===== src/design/pmsg_pkg.sv =====
// Package for the plot marker stroke generator.
// Holds widths, register and marker codes, the stroke table and the small
// constant-divisor helpers. No dependencies.
package pmsg_pkg;

  localparam int COORD_BITS    = 12;
  localparam int TIC_BITS      = 8;
  localparam int KIND_BITS     = 8;
  localparam int STEP_BITS     = 4;
  localparam int CFG_IDX_BITS  = 2;
  localparam int CFG_DATA_BITS = 12;
  localparam int CMP_BITS      = COORD_BITS + 2;

  // Register indexes of the configuration port
  typedef enum logic [CFG_IDX_BITS-1:0] {
    CFG_H_TIC = 2'd0,
    CFG_V_TIC = 2'd1,
    CFG_SCR_W = 2'd2,
    CFG_SCR_H = 2'd3
  } cfg_reg_t;

  typedef enum logic [2:0] {
    MK_DIAMOND  = 3'd0,
    MK_PLUS     = 3'd1,
    MK_BOX      = 3'd2,
    MK_CROSS    = 3'd3,
    MK_TRIANGLE = 3'd4,
    MK_STAR     = 3'd5
  } marker_t;

  // Horizontal offset choice for one pen command
  typedef enum logic [2:0] {
    XS_CTR     = 3'd0,
    XS_MINUS_H = 3'd1,
    XS_PLUS_H  = 3'd2,
    XS_MINUS_T = 3'd3,
    XS_PLUS_T  = 3'd4
  } xsel_t;

  // Vertical offset choice for one pen command
  typedef enum logic [2:0] {
    YS_CTR     = 3'd0,
    YS_MINUS_V = 3'd1,
    YS_PLUS_V  = 3'd2,
    YS_PLUS_T  = 3'd3,
    YS_MINUS_B = 3'd4
  } ysel_t;

  typedef struct packed {
    logic  is_move;
    xsel_t xsel;
    ysel_t ysel;
    logic  last;
  } stroke_t;

  // Controller to datapath
  typedef struct packed {
    logic                 load_in;
    logic                 load_out;
    logic [STEP_BITS-1:0] step;
  } ctrl_cmd_t;

  // Datapath to controller
  typedef struct packed {
    logic pass;
    logic last;
    logic out_free;
  } ctrl_stat_t;

  // kind mod 6 via reciprocal: q = (k * 171) >> 10 is exact for 8-bit k
  function automatic marker_t kind_mod6(input logic [KIND_BITS-1:0] k);
    logic [15:0]          prod;
    logic [5:0]           q;
    logic [KIND_BITS-1:0] rem;
    prod = 16'(k) * 16'd171;
    q    = prod[15:10];
    rem  = k - (KIND_BITS'(q) * KIND_BITS'(6));
    return marker_t'(rem[2:0]);
  endfunction

  // floor(v / 3) for v up to 511: (v * 171) >> 9
  function automatic logic [7:0] div3(input logic [8:0] v);
    logic [16:0] prod;
    prod = 17'(v) * 17'd171;
    return prod[16:9];
  endfunction

  function automatic stroke_t mk(input logic mv, input xsel_t xs, input ysel_t ys,
                                 input logic lst);
    stroke_t s;
    s.is_move = mv;
    s.xsel    = xs;
    s.ysel    = ys;
    s.last    = lst;
    return s;
  endfunction

  // Plus strokes, six commands starting at step 0
  function automatic stroke_t plus_stroke(input logic [STEP_BITS-1:0] step,
                                          input logic lst);
    stroke_t s;
    case (step)
      4'd0:    s = mk(1'b1, XS_MINUS_H, YS_CTR, 1'b0);
      4'd1:    s = mk(1'b0, XS_MINUS_H, YS_CTR, 1'b0);
      4'd2:    s = mk(1'b0, XS_PLUS_H, YS_CTR, 1'b0);
      4'd3:    s = mk(1'b1, XS_CTR, YS_MINUS_V, 1'b0);
      4'd4:    s = mk(1'b0, XS_CTR, YS_MINUS_V, 1'b0);
      default: s = mk(1'b0, XS_CTR, YS_PLUS_V, lst);
    endcase
    return s;
  endfunction

  // X strokes, six commands starting at step 0
  function automatic stroke_t cross_stroke(input logic [STEP_BITS-1:0] step);
    stroke_t s;
    case (step)
      4'd0:    s = mk(1'b1, XS_MINUS_H, YS_MINUS_V, 1'b0);
      4'd1:    s = mk(1'b0, XS_MINUS_H, YS_MINUS_V, 1'b0);
      4'd2:    s = mk(1'b0, XS_PLUS_H, YS_PLUS_V, 1'b0);
      4'd3:    s = mk(1'b1, XS_MINUS_H, YS_PLUS_V, 1'b0);
      4'd4:    s = mk(1'b0, XS_MINUS_H, YS_PLUS_V, 1'b0);
      default: s = mk(1'b0, XS_PLUS_H, YS_MINUS_V, 1'b1);
    endcase
    return s;
  endfunction

  // Stroke table: command number step of marker kind
  function automatic stroke_t stroke_lookup(input marker_t kind,
                                            input logic [STEP_BITS-1:0] step);
    stroke_t s;
    case (kind)
      MK_DIAMOND: begin
        case (step)
          4'd0:    s = mk(1'b1, XS_MINUS_H, YS_CTR, 1'b0);
          4'd1:    s = mk(1'b0, XS_CTR, YS_MINUS_V, 1'b0);
          4'd2:    s = mk(1'b0, XS_PLUS_H, YS_CTR, 1'b0);
          4'd3:    s = mk(1'b0, XS_CTR, YS_PLUS_V, 1'b0);
          4'd4:    s = mk(1'b0, XS_MINUS_H, YS_CTR, 1'b0);
          4'd5:    s = mk(1'b1, XS_CTR, YS_CTR, 1'b0);
          default: s = mk(1'b0, XS_CTR, YS_CTR, 1'b1);
        endcase
      end
      MK_PLUS: s = plus_stroke(step, 1'b1);
      MK_BOX: begin
        case (step)
          4'd0:    s = mk(1'b1, XS_MINUS_H, YS_MINUS_V, 1'b0);
          4'd1:    s = mk(1'b0, XS_PLUS_H, YS_MINUS_V, 1'b0);
          4'd2:    s = mk(1'b0, XS_PLUS_H, YS_PLUS_V, 1'b0);
          4'd3:    s = mk(1'b0, XS_MINUS_H, YS_PLUS_V, 1'b0);
          4'd4:    s = mk(1'b0, XS_MINUS_H, YS_MINUS_V, 1'b0);
          4'd5:    s = mk(1'b1, XS_CTR, YS_CTR, 1'b0);
          default: s = mk(1'b0, XS_CTR, YS_CTR, 1'b1);
        endcase
      end
      MK_CROSS: s = cross_stroke(step);
      MK_TRIANGLE: begin
        case (step)
          4'd0:    s = mk(1'b1, XS_CTR, YS_PLUS_T, 1'b0);
          4'd1:    s = mk(1'b0, XS_MINUS_T, YS_MINUS_B, 1'b0);
          4'd2:    s = mk(1'b0, XS_PLUS_T, YS_MINUS_B, 1'b0);
          4'd3:    s = mk(1'b0, XS_CTR, YS_PLUS_T, 1'b0);
          4'd4:    s = mk(1'b1, XS_CTR, YS_CTR, 1'b0);
          default: s = mk(1'b0, XS_CTR, YS_CTR, 1'b1);
        endcase
      end
      default: begin
        // star: plus then X
        if (step < 4'd6) begin
          s = plus_stroke(step, 1'b0);
        end else begin
          s = cross_stroke(step - 4'd6);
        end
      end
    endcase
    return s;
  endfunction

endpackage


===== src/design/pmsg_ctrl.sv =====
// Controller of the plot marker stroke generator.
// Sequences accept, border check and one pen command per step; uses pmsg_pkg.
module pmsg_ctrl
  import pmsg_pkg::*;
(
  input  logic       clk,
  input  logic       rst,
  input  logic       in_valid,
  output logic       in_ready,
  input  ctrl_stat_t stat,
  output ctrl_cmd_t  cmd
);

  typedef enum logic [2:0] {
    ST_IDLE = 3'b001,
    ST_EVAL = 3'b010,
    ST_EMIT = 3'b100
  } state_t;

  state_t               state, state_next;
  logic [STEP_BITS-1:0] step, step_next;

  assign in_ready = (state == ST_IDLE);

  // Next state and command decode
  always_comb begin
    state_next   = state;
    step_next    = step;
    cmd.load_in  = 1'b0;
    cmd.load_out = 1'b0;
    cmd.step     = step;
    unique case (state)
      ST_IDLE: begin
        if (in_valid) begin
          cmd.load_in = 1'b1;
          state_next  = ST_EVAL;
        end
      end
      ST_EVAL: begin
        step_next  = '0;
        state_next = stat.pass ? ST_EMIT : ST_IDLE;
      end
      ST_EMIT: begin
        if (stat.out_free) begin
          cmd.load_out = 1'b1;
          if (stat.last) begin
            state_next = ST_IDLE;
          end else begin
            step_next = step + 1'b1;
          end
        end
      end
      default: state_next = ST_IDLE;
    endcase
  end

  // Hold state and step counter
  always_ff @(posedge clk) begin
    if (rst) begin
      state <= ST_IDLE;
      step  <= '0;
    end else begin
      state <= state_next;
      step  <= step_next;
    end
  end

endmodule


===== src/design/pmsg_datapath.sv =====
// Datapath of the plot marker stroke generator.
// Holds configuration, the captured point, offsets and the output register;
// uses pmsg_pkg.
module pmsg_datapath
  import pmsg_pkg::*;
(
  input  logic                     clk,
  input  logic                     rst,
  input  logic                     cfg_we,
  input  logic [CFG_IDX_BITS-1:0]  cfg_index,
  input  logic [CFG_DATA_BITS-1:0] cfg_data,
  input  logic [COORD_BITS-1:0]    in_pos_x,
  input  logic [COORD_BITS-1:0]    in_pos_y,
  input  logic [KIND_BITS-1:0]     in_kind,
  input  ctrl_cmd_t                cmd,
  output ctrl_stat_t               stat,
  input  logic                     out_ready,
  output logic                     out_valid,
  output logic                     out_is_move,
  output logic [COORD_BITS-1:0]    out_x,
  output logic [COORD_BITS-1:0]    out_y,
  output logic                     out_last
);

  logic [TIC_BITS-1:0]   h_tic_size, v_tic_size;
  logic [COORD_BITS-1:0] screen_width, screen_height;

  logic [COORD_BITS-1:0] pos_x, pos_y;
  marker_t               kind;
  logic [TIC_BITS-2:0]   hh, hv;
  logic [7:0]            th, tv, bv;

  logic signed [CMP_BITS-1:0] lim_x, lim_y, sx, sy;
  logic                       border_ok;
  stroke_t                    cur;
  logic [COORD_BITS-1:0]      nx, ny;

  // Configuration registers
  always_ff @(posedge clk) begin
    if (rst) begin
      h_tic_size    <= TIC_BITS'(11);
      v_tic_size    <= TIC_BITS'(11);
      screen_width  <= COORD_BITS'(1024);
      screen_height <= COORD_BITS'(780);
    end else if (cfg_we) begin
      unique case (cfg_reg_t'(cfg_index))
        CFG_H_TIC: h_tic_size    <= cfg_data[TIC_BITS-1:0];
        CFG_V_TIC: v_tic_size    <= cfg_data[TIC_BITS-1:0];
        CFG_SCR_W: screen_width  <= cfg_data[COORD_BITS-1:0];
        CFG_SCR_H: screen_height <= cfg_data[COORD_BITS-1:0];
        default: ;
      endcase
    end
  end

  // Capture the point and its offsets
  always_ff @(posedge clk) begin
    if (cmd.load_in) begin
      pos_x <= in_pos_x;
      pos_y <= in_pos_y;
      kind  <= kind_mod6(in_kind);
      hh    <= h_tic_size[TIC_BITS-1:1];
      hv    <= v_tic_size[TIC_BITS-1:1];
      th    <= div3({h_tic_size[TIC_BITS-1:1], 2'b00});
      tv    <= div3({v_tic_size[TIC_BITS-1:1], 2'b00});
      bv    <= div3({1'b0, v_tic_size[TIC_BITS-1:1], 1'b0});
    end
  end

  // Border test, signed so that a tiny screen rejects every point
  always_comb begin
    sx    = $signed({2'b00, pos_x});
    sy    = $signed({2'b00, pos_y});
    lim_x = $signed({2'b00, screen_width}) - $signed(CMP_BITS'(h_tic_size));
    lim_y = $signed({2'b00, screen_height}) - $signed(CMP_BITS'(v_tic_size));
    border_ok = (pos_x >= COORD_BITS'(h_tic_size)) && (pos_y >= COORD_BITS'(v_tic_size)) &&
                (sx < lim_x) && (sy < lim_y);
  end

  // Current pen command from the stroke table
  always_comb begin
    cur = stroke_lookup(kind, cmd.step);
    case (cur.xsel)
      XS_MINUS_H: nx = pos_x - COORD_BITS'(hh);
      XS_PLUS_H:  nx = pos_x + COORD_BITS'(hh);
      XS_MINUS_T: nx = pos_x - COORD_BITS'(th);
      XS_PLUS_T:  nx = pos_x + COORD_BITS'(th);
      default:    nx = pos_x;
    endcase
    case (cur.ysel)
      YS_MINUS_V: ny = pos_y - COORD_BITS'(hv);
      YS_PLUS_V:  ny = pos_y + COORD_BITS'(hv);
      YS_PLUS_T:  ny = pos_y + COORD_BITS'(tv);
      YS_MINUS_B: ny = pos_y - COORD_BITS'(bv);
      default:    ny = pos_y;
    endcase
  end

  // Status back to the controller
  assign stat = '{pass: border_ok, last: cur.last, out_free: (!out_valid || out_ready)};

  // Output register: load a command, drop it once taken
  always_ff @(posedge clk) begin
    if (rst) begin
      out_valid <= 1'b0;
    end else if (cmd.load_out) begin
      out_valid <= 1'b1;
    end else if (out_ready) begin
      out_valid <= 1'b0;
    end
  end

  always_ff @(posedge clk) begin
    if (cmd.load_out) begin
      out_is_move <= cur.is_move;
      out_x       <= nx;
      out_y       <= ny;
      out_last    <= cur.last;
    end
  end

endmodule


===== src/design/plot_marker_stroke_generator.sv =====
// Plot marker stroke generator, top level.
// Joins pmsg_ctrl and pmsg_datapath; uses pmsg_pkg.
//
// Usage:
//   The slave stream takes one marker per item: centre position and kind
//   (kind taken modulo 6: diamond, plus, box, X, triangle, star). The master
//   stream returns the pen commands of that marker, one per item, with tlast
//   on the final command and tuser high for a move, low for a draw.
//   A centre on or near the tic-wide screen border yields no commands.
//   The configuration channel writes tic sizes and screen extents; write it
//   only while the block is idle. cfg_ready is always high.
// Timing:
//   One marker at a time. After acceptance the EVAL state does the border test,
//   then the sequencer steps the stroke table, one command per cycle unless a
//   low m_tready holds the output register, through which every command passes.
//   A rejected point goes from the border test straight back to idle.
//   s_tready is high only while the sequencer is idle; the last command may
//   still sit in the output register while the next marker is taken.
// Reset: rst (synchronous) returns the sequencer to idle, empties the output
//   register and restores the default configuration.
// Stall: a low m_tready holds the current command and pauses the sequencer.
module plot_marker_stroke_generator
  import pmsg_pkg::*;
(
  input  logic                     clk,
  input  logic                     rst,
  input  logic                     s_tvalid,
  output logic                     s_tready,
  input  logic [31:0]              s_tdata,   // pos_x[11:0], pos_y[23:12], marker_kind[31:24]
  output logic                     m_tvalid,
  input  logic                     m_tready,
  output logic [23:0]              m_tdata,   // target_x[11:0], target_y[23:12]
  output logic                     m_tuser,   // is_move
  output logic                     m_tlast,   // last_command
  input  logic                     cfg_valid,
  output logic                     cfg_ready,
  input  logic [CFG_IDX_BITS-1:0]  cfg_index,
  input  logic [CFG_DATA_BITS-1:0] cfg_data
);

  ctrl_cmd_t             cmd;
  ctrl_stat_t            stat;
  logic [COORD_BITS-1:0] tx, ty;

  assign cfg_ready = 1'b1;

  pmsg_ctrl u_ctrl (
    .clk      (clk),
    .rst      (rst),
    .in_valid (s_tvalid),
    .in_ready (s_tready),
    .stat     (stat),
    .cmd      (cmd)
  );

  pmsg_datapath u_dp (
    .clk         (clk),
    .rst         (rst),
    .cfg_we      (cfg_valid && cfg_ready),
    .cfg_index   (cfg_index),
    .cfg_data    (cfg_data),
    .in_pos_x    (s_tdata[11:0]),
    .in_pos_y    (s_tdata[23:12]),
    .in_kind     (s_tdata[31:24]),
    .cmd         (cmd),
    .stat        (stat),
    .out_ready   (m_tready),
    .out_valid   (m_tvalid),
    .out_is_move (m_tuser),
    .out_x       (tx),
    .out_y       (ty),
    .out_last    (m_tlast)
  );

  assign m_tdata = {ty, tx};

endmodule


===== config.mk =====
export PLATFORM = sky130hd
export DESIGN_NAME = plot_marker_stroke_generator
export DESIGN_NICKNAME = d
export VERILOG_FILES = /design/src/design/pmsg_pkg.sv /design/src/design/pmsg_ctrl.sv /design/src/design/pmsg_datapath.sv /design/src/design/plot_marker_stroke_generator.sv
export SDC_FILE = /design/constraint.sdc
export NUM_CORES = 1
export LEC_CHECK = 0
export BUFFER_PORTS_ARGS = -buffer_cell sky130_fd_sc_hd__buf_4
export CAP_MARGIN = 5
export CORE_MARGIN = 2
export CORE_UTILIZATION = 65
export DETAILED_ROUTE_END_ITERATION = 10
export PLACE_DENSITY = 0.86
export SLEW_MARGIN = 10
export SYNTH_ARGS = -nofsm -noshare
export SYNTH_HDL_FRONTEND = slang
export SYNTH_SLANG_ARGS = --single-unit

===== constraint.sdc =====
create_clock -name clk -period 6.9 [get_ports clk]
set_clock_uncertainty 0.05 [all_clocks]
set_input_delay 0.69 -clock clk [delete_from_list [all_inputs] [get_ports clk]]
set_output_delay 0.69 -clock clk [all_outputs]
set_load 0.01 [all_outputs]

# Word-level counts from Yosys, hierarchy flattened
# Index checks and enable logic that the tools add are counted.
# totals
regBits	138
output_inout_bits	29
# op_classes
n_addsub	13
mul	5
n_lt_le_gt_ge	5
eq_ne	31
n_mux	25
n_reduce_logical	17
# op_table
operator	n
8-bit case mux with 5 select lines	6
12-bit case mux with 4 select lines	2
8-bit case mux with 6 select lines	2
7-bit by 8-bit multiplier with 15-bit output, second input constant	3
12-bit by 7-bit subtractor with 12-bit output	3
13-bit by 14-bit < comparator with 1-bit output	2
12-bit by 8-bit subtractor with 13-bit output	2
12-bit by 7-bit adder with 12-bit output	2
12-bit by 8-bit adder with 12-bit output	2
12-bit by 8-bit greater-or-equal comparator with 1-bit output	2
3-bit by 2-bit equality test with 1-bit output, second input constant	7
4-bit by 2-bit equality test with 1-bit output, second input constant	4
8-bit by 8-bit multiplier with 16-bit output, second input constant	1
3-bit by 1-bit equality test with 1-bit output, second input constant	4
3-bit equality test, second input constant	4
4-bit by 3-bit equality test with 1-bit output, second input constant	3
3-bit two-way mux	4
12-bit by 8-bit subtractor with 12-bit output	1
3-bit case mux with 3 select lines	1
4-bit by 1-bit equality test with 1-bit output, second input constant	2
4-bit logical NOT	2
4-bit two-way mux	2
8-bit two-way mux	1
4-bit case mux with 2 select lines	1
18 further kinds	33

# Longest topological paths before layout
# logic_depth
depth_word	8
ltp_mapped	21
ltp_nobuf	20

# Cells and area by module
# Synthesis repeated with hierarchy kept, for this count alone.
# unflattened
hier_cells	1248
hier_area_um2	11471.0
# modules_own_cells
mod	instances	cells_per_inst	area_each_um2
pmsg_datapath	1	1203	11084.4
pmsg_ctrl	1	43	375.4
plot_marker_stroke_generator	1	2	11.3

# Least setup slack after synthesis
# OpenSTA, ideal clock, no wires.
# synth_timing
path_kind	register to register
start	reg u_ctrl.step[0]
end	reg u_dp.out_x[10], data pin
setup_ns	0.267
t_arrival_ns	4.067
required_time_ns	6.583
slack_ns	2.516
path_stages_with_launch	21
n_path_buf	2
cell_sequence	dfxtp_1 > inv_1 > ha_1 > clkbuf_1 > or4b_1 > nand3_1 > and2_1 > and3_1 > nand2_1 > clkbuf_1 > nand2_1 > mux2i_1 > ha_1 > fa_1 > a21o_1 > a21oi_1 > o21ai_0 > o41ai_1 > o21ai_0 > xnor2_1 > o21ai_0
# synth_between
elab_chain_cells	7
word_cells_on_any_way	27
classes_between	add/sub (1); order compare (1); eq/ne (13); mux (10); reduce/logical (2)
# synth_lines
item	line_no	source
start, declared	pmsg_ctrl.sv:21	logic [STEP_BITS-1:0] step, step_next;
start signal, assigned	pmsg_ctrl.sv:64	step <= step_next;
4-bit by 3-bit subtractor with 4-bit output	pmsg_pkg.sv:171	s = cross_stroke(step - 4'd6);
4-bit by 3-bit equality test with 1-bit output, or another cell as far along	pmsg_pkg.sv:116	case (step)
8-bit case mux with 5 select lines	pmsg_pkg.sv:116	
8-bit two-way mux	pmsg_pkg.sv:168	if (step < 4'd6) begin
8-bit case mux with 5 select lines *	pmsg_pkg.sv:131	case (kind)
3-bit equality test, or another cell as far along	pmsg_datapath.sv:83	case (cur.xsel)
12-bit case mux with 4 select lines *	pmsg_datapath.sv:83	
net u_dp.nx[10]	pmsg_datapath.sv:36	logic [COORD_BITS-1:0] nx, ny;
end signal, assigned	pmsg_datapath.sv:116	out_x <= nx;
end, declared	pmsg_datapath.sv:20	output logic [COORD_BITS-1:0] out_x,
# The timed path passes the listed nets; every way through them passes the cells marked *.
# A chain may end at the register's enable or synchronous reset.

# Worst setup path after layout
# layout_timing
start	reg u_ctrl.step[2]
end	reg u_dp.out_y[11], data pin
# layout_between
elab_chain_cells	7
word_cells_on_any_way	27
classes_between	add/sub (1); order compare (1); eq/ne (13); mux (10); reduce/logical (2)
# layout_lines
item	line_no	source
4-bit by 3-bit subtractor with 4-bit output	pmsg_pkg.sv:171	
4-bit by 3-bit equality test with 1-bit output, or another cell as far along	pmsg_pkg.sv:116	
8-bit case mux with 5 select lines	pmsg_pkg.sv:116	
8-bit two-way mux	pmsg_pkg.sv:168	
8-bit case mux with 5 select lines *	pmsg_pkg.sv:131	
3-bit equality test, or another cell as far along	pmsg_datapath.sv:90	case (cur.ysel)
12-bit case mux with 4 select lines *	pmsg_datapath.sv:90	
net u_dp.ny[11]	pmsg_datapath.sv:36	
end signal, assigned	pmsg_datapath.sv:117	out_y <= ny;
end, declared	pmsg_datapath.sv:21	output logic [COORD_BITS-1:0] out_y,
# Marked as above.

==> metrics.csv <==
stage,metric,value,unit
outcome,status,"finished, final reports clean",
critical_path,worstPathArrival,6.02,ns
synth,synth.avg_cell_area,9.17,um^2
critical_path,cpPeakStageDelay,0.72,ns
synth,synthFlopType,edfxtp_1,
grt,overflow,0,
job,max-cap-violations,0,
routing,antenna_left,0,
routing,drt_iter0_markers,714,
worst_hold_path,hold_start,s_tdata[14],
grt,grt_max_degree,59,
routing,num_vias,9347,
routing,drt_first_pass_iters,5,
critical_path,setup.worst_path.class,reg2reg,
finish,drive_gt1_frac,0.101,
critical_path,r2r_start,u_ctrl.step[2]$_SDFFE_PP0P_,
place,hpwl,20500,um
worst_hold_path,hp-class,in2reg,
routing,wirelength,27000,um
place,placedCellCount,1522,
critical_path,reg2reg_to,u_dp.out_y[11]$_DFFE_PP_,
clock_tree,cts_htree_levels,4,
clock_tree,clk_latency,0.43,ns
synth,synth_edf_count,83,
pwr,ir_drop,178,uV
worst_hold_path,holdPathStages,1,
synth,synth_cells,1245,
finish,final_cells,1554,
clock_tree,cts_tree,yes,
critical_path,crit_chain,ha_1 -> xor2_1 -> o311ai_0 -> a311oi_1 -> a21oi_1 -> a21oi_1 -> nor2_1 -> a221oi_1 -> ha_1 -> o21a_1 -> o31a_1 -> nor4_1 -> o31ai_1 -> o41ai_1 -> a21boi_1 -> o21ai_2 -> xnor2_1,
timing,finalCritPeriodShare,0.855,
timing,maxSlewViolCount,0,
finish,final_cell_mix,"ha_1, inv_1, nand2_1",
clock_tree,postCtsHoldBufs,0,
critical_path,r2r_slack,1.00,ns
critical_path,crit_path_top_delay_cell,dfxtp_1,
floorplanning,io-pin-count,80,
timing,setup_viol,0,
pwr,p_int,2.22,mW
critical_path,path_buf_inv,0,
synth,async_flop_share,0,
timing,period_minus_slack,5.90,ns
timing,max_slew_margin,0.385,
timing,holdWs,0.388,ns
synth,syn_nets,1511,
pwr,total_power,3.55,mW
timing,max_freq,0.170,GHz
pwr,p_per_area,278,nW/um^2
finish,diodes,0,
critical_path,critPathCaptureType,flop,
pwr,p_comb_frac,0.455,
timing,grt_setup_unrepaired,false,
critical_path,start_kind,flop,
finish,nNetsFinal,1582,
synth,ys_seq_area_frac,0.302,
place,gp_congestion,0.959,
pwr,p_sw_frac,0.375,
floorplanning,die_area,18600,um^2
worst_hold_path,hold_end,u_dp.pos_y[2]$_DFFE_PP_,
grt,track_usage,0.304,
pwr,pwr-share-seq,0.289,
synth,syn-cell-area,11400,um^2
critical_path,path_max_fanout,18,
grt,grt_pass1_wl,44400,um
timing,max_slew.worst_pin.slew,0.919,ns
critical_path,cpLargestDelayFamily,compound AO/OA/AOI/OAI gates,
critical_path,reg2regPathDepth,17,
floorplanning,fp.dieH,137,um
clock_tree,cts_setup_buffers,0,
floorplanning,start_util,0.663,
pwr,p_switching,1.33,mW
clock_tree,cts.path.max_buffers,2,
synth,ys_ff_latch,131,
finish,fillers,1206,
pwr,power.leakage,5.82,nW
critical_path,required,7.02,ns
routing,avgRoutedWirePerCell,17.4,um
timing,timing.setup.tns,0,ns
floorplanning,num_rows,48,
clock_tree,numCtsBuffers,17,
clock_tree,clock_sinks,131,
clock_tree,ctsResizeCount,0,
synth,synth_warnings,0,
finish,final_common_cell,ha_1,
place,port_buffers,78,
finish,area_delta_synth_final,11.9,%
floorplanning,core,17200,um^2
floorplanning,die_x,137,um
grt,grt_antenna_before_repair,0,
pwr,pwr-share-clk,0.256,
routing,viasPerCell,6.01,
grt,grt_pass1_vias,9150,
clock_tree,root_buffer,clkbuf_16,
timing,hold_violations,0,
routing,drcViolationCount,0,
synth,yosysUniqueCellTypes,84,
clock_tree,path_clk_slew,0.06,ns
==> power groups by stage <==
stage          combinational [mW]  sequential, mW  clock, mW
2_1_floorplan                1.26            1.00          0
3_3_place_gp                 1.51            1.04          0
3_5_place_dp                 1.57            1.04          0
4_1_cts                      1.60            1.02      0.913
5_1_grt                      1.81            1.03      0.946
6_report                     1.62            1.03      0.908
==> synth_stat cells, drive strengths merged, types with 14 or more instances <==
cell	instances	share of area
dfxtp	48	0.084
nor2	103	0.034
ha	182	0.20
xor2	25	0.019
a21o	14	0.0092
clkbuf	17	0.0056
nand2	116	0.038
inv	138	0.045
a21oi	76	0.033
nor3	25	0.011
xnor2	39	0.031
edfxtp	83	0.22
nand3	30	0.014
fa	33	0.058
o21ai	63	0.028
nor2b	16	0.0088
==> worst max-delay path by stage <==
stage                                           to                        start  cells after the start  slack (ns)
after global routing      u_dp.out_y[11]$_DFFE_PP_  u_ctrl.step[2]$_SDFFE_PP0P_                     17        0.72
after floorplan           u_dp.out_x[10]$_DFFE_PP_  u_ctrl.step[0]$_SDFFE_PP0P_                     20        2.52
after CTS                 u_dp.out_y[11]$_DFFE_PP_  u_ctrl.step[2]$_SDFFE_PP0P_                     17        1.20
final                     u_dp.out_y[11]$_DFFE_PP_  u_ctrl.step[2]$_SDFFE_PP0P_                     17        1.00
after global placement    u_dp.out_y[10]$_DFFE_PP_  u_ctrl.step[1]$_SDFFE_PP0P_                     19        1.60
after detailed placement  u_dp.out_y[10]$_DFFE_PP_  u_ctrl.step[1]$_SDFFE_PP0P_                     19        1.45
==> worst reg2reg max path, cell delays in order, from the launching register on <==
cell,delay (ns)
dfxtp_1,0.72
ha_1,0.30
xor2_1,0.35
o311ai_0,0.28
a311oi_1,0.32
a21oi_1,0.14
a21oi_1,0.65
nor2_1,0.23
a221oi_1,0.32
ha_1,0.34
o21a_1,0.20
o31a_1,0.14
nor4_1,0.35
o31ai_1,0.19
o41ai_1,0.53
a21boi_1,0.28
o21ai_2,0.08
xnor2_1,0.16
==> kinds of logic after synthesis <==
group	Yosys count	share of synthesized area
AO/OA/AOI/OAI	259	0.147
XOR/XNOR	64	0.0497
adder cells (fa/ha/maj)	215	0.257
buffers and inverters	168	0.0580
flip-flops	131	0.302
multiplexers	23	0.0215
other	1	0.000328
AND/OR/NAND/NOR	384	0.164
==> area by class of cell <==
cell class / instances / area (um^2) / area share
multi-input cells: 946 / 7310 / 0.572
flip-flops and latches: 131 / 3450 / 0.270
repair buffers: 82 / 616 / 0.0482
clock buffers: 26 / 532 / 0.0416
inverters: 138 / 518 / 0.0405
well taps: 225 / 282 / 0.0220
clock inverters: 6 / 65.1 / 0.00509
==> per-stage QoR <==
| stage | cell area, um^2 | setup WS [ns] | utilization |
|---|---|---|---|
| after detailed placement | 12200 | 1.45 | 0.707 |
| final | 12800 | 1.00 | 0.741 |
| after floorplan | 11400 | 2.52 | - |
| after CTS | 12800 | 1.20 | 0.741 |
| after global placement | 12200 | 1.60 | 0.707 |
| after global routing | 12800 | 0.724 | 0.741 |
==> state kept, by name, indices dropped and copies added (netlist names) <==
signal	cells
u_dp.out_valid	1
u_dp.screen_height	12
u_dp.v_tic_size	8
u_dp.pos_y	12
u_dp.h_tic_size	8
u_dp.hv	7
u_dp.out_y	12
u_dp.out_x	12
u_dp.out_last	1
u_dp.screen_width	12
u_dp.tv	8
u_dp.th	8
u_dp.pos_x	12
u_dp.kind	3
u_ctrl.step	4
u_dp.hh	7
u_dp.out_is_move	1
u_ctrl.state	3
==> routing by layer <==
metal  track usage  vias to the layer above  wire length [um]
met3        0.0696                       62              1880
met1         0.410                     4401             12100
met5             0                        -                 0
li1              -                     4570                 -
met2         0.478                      314             12400
met4         0.113                        0               647
Power figures use the tool's default switching activity.
